==> src/rtl/assert_macros.svh <==
// assertion helpers, clocked on a named clock and disabled during reset
`ifndef ASSERT_MACROS_SVH
`define ASSERT_MACROS_SVH

// same-cycle implication
`define ASSERT_IMPLIES(label, clk, rst_n, ante, cons) \
    label: assert property (@(posedge clk) disable iff (!(rst_n)) (ante) |-> (cons)) \
        else $error("assertion failed");

// next-cycle implication
`define ASSERT_NEXT(label, clk, rst_n, ante, cons) \
    label: assert property (@(posedge clk) disable iff (!(rst_n)) (ante) |=> (cons)) \
        else $error("assertion failed");

`endif

==> src/rtl/ehpd_pkg.sv <==
`default_nettype none
package ehpd_pkg;

    localparam int WINDOW_BYTES = 16;
    localparam int WINDOW_W     = 8 * WINDOW_BYTES;
    localparam int CFG_IDX_W    = 3;
    localparam int CFG_DATA_W   = 64;

    localparam logic [CFG_IDX_W-1:0] CFG_BIG_ENDIAN      = 3'd0;
    localparam logic [CFG_IDX_W-1:0] CFG_WIDE_ADDRESS    = 3'd1;
    localparam logic [CFG_IDX_W-1:0] CFG_SECTION_BASE    = 3'd2;
    localparam logic [CFG_IDX_W-1:0] CFG_TEXT_BASE       = 3'd3;
    localparam logic [CFG_IDX_W-1:0] CFG_DATA_BASE       = 3'd4;
    localparam logic [CFG_IDX_W-1:0] CFG_FUNCTION_BASE   = 3'd5;
    localparam logic [CFG_IDX_W-1:0] CFG_BASE_VALID_MASK = 3'd6;

    localparam logic [7:0] ENC_ALIGNED = 8'h50;

    localparam logic [3:0] FMT_ABSPTR  = 4'h0;
    localparam logic [3:0] FMT_ULEB128 = 4'h1;
    localparam logic [3:0] FMT_UDATA2  = 4'h2;
    localparam logic [3:0] FMT_UDATA4  = 4'h3;
    localparam logic [3:0] FMT_UDATA8  = 4'h4;
    localparam logic [3:0] FMT_SLEB128 = 4'h9;
    localparam logic [3:0] FMT_SDATA2  = 4'ha;
    localparam logic [3:0] FMT_SDATA4  = 4'hb;
    localparam logic [3:0] FMT_SDATA8  = 4'hc;

    localparam logic [2:0] KIND_ABS      = 3'd0;
    localparam logic [2:0] KIND_PCREL    = 3'd1;
    localparam logic [2:0] KIND_TEXTREL  = 3'd2;
    localparam logic [2:0] KIND_DATAREL  = 3'd3;
    localparam logic [2:0] KIND_FUNCREL  = 3'd4;

    localparam logic [1:0] ST_OK         = 2'd0;
    localparam logic [1:0] ST_INVALID    = 2'd1;
    localparam logic [1:0] ST_NO_BASE    = 2'd2;
    localparam logic [1:0] ST_UNTERM     = 2'd3;

    typedef struct packed {
        logic [7:0]  encoding_byte;
        logic [31:0] position;
        logic [63:0] bytes_lo;
        logic [63:0] bytes_hi;
    } t_in;

    typedef struct packed {
        logic [63:0] pointer_value;
        logic [4:0]  consumed;
        logic [1:0]  status;
    } t_out;

endpackage
`default_nettype wire

==> src/rtl/eh_pointer_decoder.sv <==
// channel   | direction | handshake                      | payload
// ----------+-----------+--------------------------------+--------------------------
// command   | in        | i_start && !o_busy             | i_in  (t_in)
// result    | out       | o_valid, one cycle, no stall   | o_out (t_out)
// config    | in        | i_cfg_valid && o_cfg_ready     | i_cfg_index, i_cfg_data
//
// three register stages: decode and base select, value extraction, final add
// one transfer per cycle in, each result passes through the stage 1, 2 and 3 registers to the output
// o_busy stays low, the pipeline never stops since results cannot be held off
// synchronous active-low reset clears valid bits and resets configuration registers (wide address set)
`default_nettype none
`include "assert_macros.svh"
module eh_pointer_decoder
    import ehpd_pkg::*;
(
    input  wire logic                  i_clk,
    input  wire logic                  i_rst_n,
    input  wire logic                  i_start,
    output logic                       o_busy,
    input  wire t_in                   i_in,
    output logic                       o_valid,
    output t_out                       o_out,
    input  wire logic                  i_cfg_valid,
    output logic                       o_cfg_ready,
    input  wire logic [CFG_IDX_W-1:0]  i_cfg_index,
    input  wire logic [CFG_DATA_W-1:0] i_cfg_data
);

    // configuration
    logic        r_big_endian;
    logic        r_wide_address;
    logic [63:0] r_section_base;
    logic [63:0] r_text_base;
    logic [63:0] r_data_base;
    logic [63:0] r_function_base;
    logic [3:0]  r_base_valid_mask;

    assign o_cfg_ready = 1'b1;
    assign o_busy      = 1'b0;

    always_ff @(posedge i_clk) begin
        if (!i_rst_n) begin
            r_big_endian      <= 1'b0;
            r_wide_address    <= 1'b1;
            r_section_base    <= '0;
            r_text_base       <= '0;
            r_data_base       <= '0;
            r_function_base   <= '0;
            r_base_valid_mask <= '0;
        end else if (i_cfg_valid && o_cfg_ready) begin
            case (i_cfg_index)
                CFG_BIG_ENDIAN:      r_big_endian      <= i_cfg_data[0];
                CFG_WIDE_ADDRESS:    r_wide_address    <= i_cfg_data[0];
                CFG_SECTION_BASE:    r_section_base    <= i_cfg_data;
                CFG_TEXT_BASE:       r_text_base       <= i_cfg_data;
                CFG_DATA_BASE:       r_data_base       <= i_cfg_data;
                CFG_FUNCTION_BASE:   r_function_base   <= i_cfg_data;
                CFG_BASE_VALID_MASK: r_base_valid_mask <= i_cfg_data[3:0];
                default: begin
                end
            endcase
        end
    end

    // stage 1: decode, terminator search, alignment, base select
    logic                r_s1_valid;
    logic [WINDOW_W-1:0] r_s1_window;
    logic [3:0]          r_s1_fmt;
    logic                r_s1_aligned;
    logic                r_s1_is_leb;
    logic [2:0]          r_s1_pad;
    logic [3:0]          r_s1_nbytes;
    logic [4:0]          r_s1_leb_len;
    logic [4:0]          r_s1_consumed;
    logic [63:0]         r_s1_base;
    logic [1:0]          r_s1_status;

    logic [WINDOW_W-1:0] n_s1_window;
    logic [3:0]          n_s1_fmt;
    logic [2:0]          n_s1_kind;
    logic                n_s1_aligned;
    logic                n_s1_is_leb;
    logic                n_s1_fmt_ok;
    logic                n_s1_base_ok;
    logic [2:0]          n_s1_off;
    logic [2:0]          n_s1_pad;
    logic [3:0]          n_s1_nbytes;
    logic [4:0]          n_s1_leb_len;
    logic [4:0]          n_s1_consumed;
    logic [63:0]         n_s1_base;
    logic [1:0]          n_s1_status;

    always_comb begin
        n_s1_window  = {i_in.bytes_hi, i_in.bytes_lo};
        n_s1_fmt     = i_in.encoding_byte[3:0];
        n_s1_kind    = i_in.encoding_byte[6:4];
        n_s1_aligned = (i_in.encoding_byte == ENC_ALIGNED);
        n_s1_is_leb  = 1'b0;
        n_s1_fmt_ok  = 1'b1;
        n_s1_nbytes  = 4'd8;
        case (n_s1_fmt)
            FMT_ABSPTR:  n_s1_nbytes = r_wide_address ? 4'd8 : 4'd4;
            FMT_ULEB128: n_s1_is_leb = 1'b1;
            FMT_UDATA2:  n_s1_nbytes = 4'd2;
            FMT_UDATA4:  n_s1_nbytes = 4'd4;
            FMT_UDATA8:  n_s1_nbytes = 4'd8;
            FMT_SLEB128: n_s1_is_leb = 1'b1;
            FMT_SDATA2:  n_s1_nbytes = 4'd2;
            FMT_SDATA4:  n_s1_nbytes = 4'd4;
            FMT_SDATA8:  n_s1_nbytes = 4'd8;
            default:     n_s1_fmt_ok = 1'b0;
        endcase
        if (n_s1_aligned) begin
            n_s1_is_leb = 1'b0;
            n_s1_nbytes = r_wide_address ? 4'd8 : 4'd4;
        end

        // first byte with a clear continuation bit
        n_s1_leb_len = 5'd0;
        for (int i = WINDOW_BYTES - 1; i >= 0; i--) begin
            if (!n_s1_window[8*i+7]) begin
                n_s1_leb_len = 5'(i + 1);
            end
        end

        n_s1_off = r_section_base[2:0] + i_in.position[2:0];
        n_s1_pad = (3'd0 - n_s1_off) & (r_wide_address ? 3'd7 : 3'd3);
        if (!n_s1_aligned) begin
            n_s1_pad = 3'd0;
        end

        n_s1_base    = '0;
        n_s1_base_ok = 1'b1;
        case (n_s1_kind)
            KIND_ABS: begin
                n_s1_base = '0;
            end
            KIND_PCREL: begin
                n_s1_base    = r_section_base + {32'd0, i_in.position};
                n_s1_base_ok = r_base_valid_mask[0];
            end
            KIND_TEXTREL: begin
                n_s1_base    = r_text_base;
                n_s1_base_ok = r_base_valid_mask[1];
            end
            KIND_DATAREL: begin
                n_s1_base    = r_data_base;
                n_s1_base_ok = r_base_valid_mask[2];
            end
            KIND_FUNCREL: begin
                n_s1_base    = r_function_base;
                n_s1_base_ok = r_base_valid_mask[3];
            end
            default: begin
                n_s1_base    = '0;
                n_s1_base_ok = 1'b1;
            end
        endcase
        if (n_s1_aligned) begin
            n_s1_base = '0;
        end

        if (n_s1_is_leb) begin
            n_s1_consumed = n_s1_leb_len;
        end else begin
            n_s1_consumed = {1'b0, n_s1_nbytes} + {2'b00, n_s1_pad};
        end

        if (n_s1_aligned) begin
            n_s1_status = r_base_valid_mask[0] ? ST_OK : ST_NO_BASE;
        end else if (!n_s1_fmt_ok || n_s1_kind > KIND_FUNCREL) begin
            n_s1_status = ST_INVALID;
        end else if (n_s1_is_leb && n_s1_leb_len == 5'd0) begin
            n_s1_status = ST_UNTERM;
        end else if (!n_s1_base_ok) begin
            n_s1_status = ST_NO_BASE;
        end else begin
            n_s1_status = ST_OK;
        end
    end

    always_ff @(posedge i_clk) begin
        if (!i_rst_n) begin
            r_s1_valid <= 1'b0;
        end else begin
            r_s1_valid <= i_start && !o_busy;
        end
    end

    always_ff @(posedge i_clk) begin
        r_s1_window   <= n_s1_window;
        r_s1_fmt      <= n_s1_fmt;
        r_s1_aligned  <= n_s1_aligned;
        r_s1_is_leb   <= n_s1_is_leb;
        r_s1_pad      <= n_s1_pad;
        r_s1_nbytes   <= n_s1_nbytes;
        r_s1_leb_len  <= n_s1_leb_len;
        r_s1_consumed <= n_s1_consumed;
        r_s1_base     <= n_s1_base;
        r_s1_status   <= n_s1_status;
    end

    // stage 2: value extraction
    logic        r_s2_valid;
    logic [63:0] r_s2_val;
    logic [63:0] r_s2_base;
    logic [4:0]  r_s2_consumed;
    logic [1:0]  r_s2_status;

    logic [WINDOW_W-1:0] n_s2_shifted;
    logic [63:0]         n_s2_rev;
    logic [63:0]         n_s2_le;
    logic [63:0]         n_s2_be;
    logic [63:0]         n_s2_fixed;
    logic [63:0]         n_s2_leb;
    logic [63:0]         n_s2_smask;
    logic                n_s2_sbit;
    logic [63:0]         n_s2_val;

    always_comb begin
        n_s2_shifted = r_s1_window >> {r_s1_pad, 3'b000};
        n_s2_le      = n_s2_shifted[63:0] & ~({64{1'b1}} << {r_s1_nbytes, 3'b000});
        for (int k = 0; k < 8; k++) begin
            n_s2_rev[8*k +: 8] = n_s2_shifted[8*(7-k) +: 8];
        end
        n_s2_be    = n_s2_rev >> {4'd8 - r_s1_nbytes, 3'b000};
        n_s2_fixed = r_big_endian ? n_s2_be : n_s2_le;

        n_s2_leb   = '0;
        n_s2_sbit  = 1'b0;
        n_s2_smask = '0;
        for (int i = 0; i < 10; i++) begin
            if (5'(i) < r_s1_leb_len) begin
                n_s2_leb = n_s2_leb | (64'(r_s1_window[8*i +: 7]) << (7 * i));
            end
        end
        for (int i = 0; i < 9; i++) begin
            if (r_s1_leb_len == 5'(i + 1)) begin
                n_s2_sbit  = r_s1_window[8*i+6];
                n_s2_smask = {64{1'b1}} << (7 * (i + 1));
            end
        end
        if (r_s1_fmt == FMT_SLEB128 && n_s2_sbit) begin
            n_s2_leb = n_s2_leb | n_s2_smask;
        end

        if (r_s1_is_leb) begin
            n_s2_val = n_s2_leb;
        end else if (!r_s1_aligned && r_s1_fmt == FMT_SDATA2) begin
            n_s2_val = {{48{n_s2_fixed[15]}}, n_s2_fixed[15:0]};
        end else if (!r_s1_aligned && r_s1_fmt == FMT_SDATA4) begin
            n_s2_val = {{32{n_s2_fixed[31]}}, n_s2_fixed[31:0]};
        end else begin
            n_s2_val = n_s2_fixed;
        end
    end

    always_ff @(posedge i_clk) begin
        if (!i_rst_n) begin
            r_s2_valid <= 1'b0;
        end else begin
            r_s2_valid <= r_s1_valid;
        end
    end

    always_ff @(posedge i_clk) begin
        r_s2_val      <= n_s2_val;
        r_s2_base     <= r_s1_base;
        r_s2_consumed <= r_s1_consumed;
        r_s2_status   <= r_s1_status;
    end

    // stage 3: base add, truncation, error clearing
    logic        r_s3_valid;
    t_out        r_s3_out;
    logic [63:0] n_s3_ptr;
    t_out        n_s3_out;

    always_comb begin
        n_s3_ptr = r_s2_base + r_s2_val;
        if (!r_wide_address) begin
            n_s3_ptr = {32'd0, n_s3_ptr[31:0]};
        end
        n_s3_out.status = r_s2_status;
        if (r_s2_status == ST_OK) begin
            n_s3_out.pointer_value = n_s3_ptr;
            n_s3_out.consumed      = r_s2_consumed;
        end else begin
            n_s3_out.pointer_value = '0;
            n_s3_out.consumed      = '0;
        end
    end

    always_ff @(posedge i_clk) begin
        if (!i_rst_n) begin
            r_s3_valid <= 1'b0;
        end else begin
            r_s3_valid <= r_s2_valid;
        end
    end

    always_ff @(posedge i_clk) begin
        r_s3_out <= n_s3_out;
    end

    assign o_valid = r_s3_valid;
    assign o_out   = r_s3_out;

    `ASSERT_NEXT(a_accept_enters, i_clk, i_rst_n, i_start && !o_busy, r_s1_valid)
    `ASSERT_NEXT(a_s2_to_out, i_clk, i_rst_n, r_s2_valid, o_valid)
    `ASSERT_IMPLIES(a_err_zero, i_clk, i_rst_n, o_valid && o_out.status != ST_OK, o_out.pointer_value == 64'd0 && o_out.consumed == 5'd0)
    `ASSERT_IMPLIES(a_ok_consumes, i_clk, i_rst_n, o_valid && o_out.status == ST_OK, o_out.consumed != 5'd0)

endmodule
`default_nettype wire
==> config.mk <==
export PLATFORM = sky130hd
export DESIGN_NAME = eh_pointer_decoder
export DESIGN_NICKNAME = d
export VERILOG_FILES = /design/src/rtl/ehpd_pkg.sv /design/src/rtl/eh_pointer_decoder.sv
export VERILOG_INCLUDE_DIRS = /design/src /design/src/rtl
export SDC_FILE = /design/constraint.sdc
export NUM_CORES = 2
export LEC_CHECK = 0
export ABC_AREA = 1
export BUFFER_PORTS_ARGS = -buffer_cell sky130_fd_sc_hd__buf_2
export CAP_MARGIN = 25
export CORE_AREA = 2 2 244 270
export DETAILED_ROUTE_END_ITERATION = 16
export DIE_AREA = 0 0 246 272
export PLACE_DENSITY = 0.76
export SETUP_SLACK_MARGIN = 0.4
export SLEW_MARGIN = 40
export SYNTH_ARGS = -nofsm -noshare
export SYNTH_HDL_FRONTEND = slang
export SYNTH_SLANG_ARGS = --single-unit
export TNS_END_PERCENT = 30
==> constraint.sdc <==
create_clock -name i_clk -period 2.6 [get_ports i_clk]
set_input_delay 0.13 -clock i_clk [delete_from_list [all_inputs] [get_ports i_clk]]
set_output_delay 0.13 -clock i_clk [all_outputs]
set_load 0.01 [all_outputs]
==> metrics.md <==
| Metric | Value |
|---|---|
| Status | `completed` |
| Fin crit share | `92.1%` |
| Hold EP | `r_s1_base[15]` |
| Setup violators final | `0` |
| RSZ-0062 raised after global routing | `true` |
| First-pass GRT wire length | `around 210,000 µm` |
| Commonest non-fill, non-tap cell in the layout | `nand2_1` |
| Largest net degree at the start of global routing | `between 90 and 100` |
| Post-layout util | `68.5%` |
| Post-synth ARST share | `0%` |
| Core Region | `approximately 64,000 µm²` |
| DP Cell Count | `6,160` |
| GRT Total Usage | `about two fifths` |
| Worst Hold Depth | `4` |
| Die width | `about 250 µm` |
| Initial Util | `53.2%` |
| Switching pwr | `7550 µW` |
| #FFs+latches synth | `slightly below 700` |
| Routed Wire Length | `~150,000 µm` |
| Mapped Area | `34,200 µm²` |
| WP data arrival | `just under 3000 ps` |
| Layout cells sized above 1 | `18.4%` |
| Placed cell area | `approximately 37,000 µm²` |
| Cell area after layout | `between 40,000 and 50,000 µm²` |
| Worst slew pin tran | `slightly above 800 ps` |
| Root buffer cell | `clkbuf_16` |
| CTS tree | `done` |
| Reg2Reg Depth | `11` |
| Min-delay src | `i_in[143]` |
| Remaining global-route overflow | `0` |
| DR iter-0 viols | `3,821` |
| Post-DRT Antenna Nets | `0` |
| Clock Path Buffers | `3` |
| Synthesized area per cell | `a little under 7 µm²` |
| Post-DP HPWL | `about 100,000 µm` |
| Final nets | `around 6,000` |
| Clk slew on worst S/H paths | `roughly 70 ps` |
| Final hold vios | `0` |
| R2r startpoint | `r_s1_pad[0]` |
| Slew HR | `46.0%` |
| End of the worst register-to-register path | `r_s2_val[2]` |
| Initial antenna violation count | `9` |
| Ys Warns | `0` |
| Ys flop type | `dfxtp_1` |
| Routed via count | `roughly 38,000` |
| Worst VDD drop | `roughly 0.67 mV` |
| Number of remaining DRC errors | `0` |
| Final min period | `between 2000 and 2500 ps` |
| DR pass1 iterations | `8` |
| Multi-input gate area | `around 19,000 µm²` |
| DR WL/cell | `22.2 µm` |
| Cell row count | `98` |
| Switching Share | `28.5%` |
| Area leader, netlist | `dfxtp_1` |
| Layout fillers | `about 5,400` |
| Die footprint | `66,900 µm²` |
| Clock Power Share | `about two fifths` |
| Area taken by flip-flops and latches | `approximately 14,000 µm²` |
| Critical path launch point type | `flop` |
| Critical path endpoint category | `flop` |
| H-tree Lvls | `3` |
| Post-synthesis cell type count | `55` |
| Post-Syn Instances | `around 5,100` |
| Syn nets | `approximately 5,400` |
| Worst hold path class | `input port to flop` |
| DIE HEIGHT | `about 270 µm` |
| Post-synth EDFFs | `0` |
| Reg2reg setup slack | `210 ps` |
| Yosys top cell area share | `39.7%` |
| Fmax | `between 400 and 500 MHz` |
| Clock skew | `just under 30 ps` |
| Most frequent cells in the layout | `nand2_1 (1,077), dfxtp_1 (666), nor2_1 (551)` |
| Max FO, Critical Path | `21` |
| Fin. max-slew vios | `0` |
| Via density | `just under 6` |
| Placer Congestion | `a little over 1` |
| Top Ports | `~310` |
| Sequential power share | `a little over two fifths` |
| Power share of the combinational group | `between 15 and 20%` |
| Port buffer count | `slightly above 300` |
| Synth top area cells | `dfxtp_1 (40%), nand2_1 (12%), o21ai_0 (7.3%)` |
| Seq/Total Area, Yosys | `39.7%` |
| Vias in the first global route | `between 30,000 and 40,000` |
| Setup TNS | `0 ps` |
| Worst path required time | `about 3200 ps` |
| Layout Cells excl Fill | `6,543` |
| Max-Cap Viols | `0` |
| Clk sink count | `about 680` |
| Cell-internal power | `about 19,000 µW` |
| Pwr Density | `~600 nW/µm²` |
| Leakage | `around 0.020 µW` |
| P&R area growth vs syn | `28.8%` |
| Setup Crit Path Kind | `flop to flop` |
| Worst-Skew Late Latency | `630 ps` |
| TritonCTS Buffers | `70` |
==> registers in the layout, summed over array words and instances (netlist names), 2 cells and up <==
register and count:
o_out 71, r_base_valid_mask 4, r_data_base 64, r_function_base 64, r_s1_base 64, r_s1_consumed 5
r_s1_fmt 4, r_s1_leb_len 5, r_s1_nbytes 3, r_s1_pad 3, r_s1_status 2, r_s1_window 120
r_s2_base 64, r_s2_consumed 5, r_s2_status 2, r_s2_val 64, r_section_base 64, r_text_base 64
==> stage by stage <==
stage	setup slack [ps]	total power, µW	hold slack [ps]
2_1_floorplan	411	13400	158
3_5_place_dp	-44.9	15000	234
4_1_cts	320	26000	2.90
3_3_place_gp	1.14	14900	233
5_1_grt	147	27200	28.2
6_report	206	26500	5.76
==> critical path, cell delays in order, from the launching register on <==
cell	delay, ps
dfxtp_4	390
buf_4	160
bufbuf_16	300
nand2_1	70
o21ai_1	70
o21ai_0	180
a21oi_1	110
nor2_2	190
nor2_1	60
o211ai_1	510
nand2_1	190
inv_1	100
==> worst max-delay path by stage <==
stage	from	end	slack, ps	cells past startpoint
floorplan	r_s1_nbytes[1]	r_s2_val[30]	410	17
global placement	r_s2_val[1]	o_out[32]	1	12
detailed placement	r_s2_val[1]	o_out[32]	-40	12
CTS	r_section_base[0]	r_s1_base[28]	320	15
global route	r_s1_pad[0]	r_s2_val[39]	150	13
finish	r_s1_pad[0]	r_s2_val[2]	210	11
==> routing by layer <==
layer | GRT usage, % | vias to the layer above | wire (µm)
li1 | - | 17800 | -
met1 | 50.8 | 17600 | 55700
met2 | 69.0 | 2123 | 67200
met3 | 7.68 | 559 | 12700
met4 | 24.6 | 12 | 9890
met5 | 0 | - | 73
==> power groups by stage <==
stage | Clock, µW | Combinational [µW] | Sequential [µW]
6_report | 10900 | 4180 | 11400
5_1_grt | 11300 | 4480 | 11400
4_1_cts | 10900 | 3820 | 11300
3_5_place_dp | 0 | 3400 | 11600
3_3_place_gp | 0 | 3380 | 11600
2_1_floorplan | 0 | 1930 | 11400
==> cells by family (layout without fill, tap and decap cells) <==
family,count (synthesis),count (layout),synth area share [%]
and+or+nand+nor,2221,2221,26.7
AOI/OAI and AO/OA,1289,1289,20.5
buffers and inverters,750,1378,8.92
DFF,679,679,39.7
adders and majority gates,106,106,3.94
xor gates and xnor gates,10,10,0.256
other,2,9,0.0219
muxes,1,1,0.0292
==> repair_timing <==
action / 4_1_cts / 5_1_grt
gates resized for setup: 198 / 238
setup buffers: 15 / 15
endpoints found under the setup margin: 153 / 168
pin swaps: 37 / 47
gates cloned: 9 / 3
hold endpoints to repair: 406 / 1
hold buffers: 207 / 1
==> Yosys cell counts (9+ instances only) <==
cell type / n
nand3b_1: 13
buf_6: 19
buf_2: 31
nor2_1: 601
a21o_1: 17
buf_1: 17
nand3_1: 308
dfxtp_1: 679
or2_1: 9
nor3_1: 35
o21ai_0: 499
a21boi_1: 23
a21oi_2: 13
nor4_1: 10
o21ai_1: 100
a31oi_1: 12
buf_4: 12
o22ai_1: 52
o21bai_1: 17
clkbuf_1: 143
o211ai_1: 24
inv_1: 514
a21oi_1: 467
nand4_1: 43
o21a_1: 19
or2_2: 47
ha_1: 103
nand2_1: 1140
==> cell type report <==
type | count | share of cell area [%]
antenna | 7 | 0.0397
clock buffer | 93 | 4.58
clock inverter | 32 | 1.06
inverter | 526 | 4.52
multi-input combinational | 3629 | 43.5
sequential | 679 | 30.9
tap | 850 | 2.41
timing repair buffer | 727 | 13.1
No activity file was read; power rests on OpenSTA's default activity.
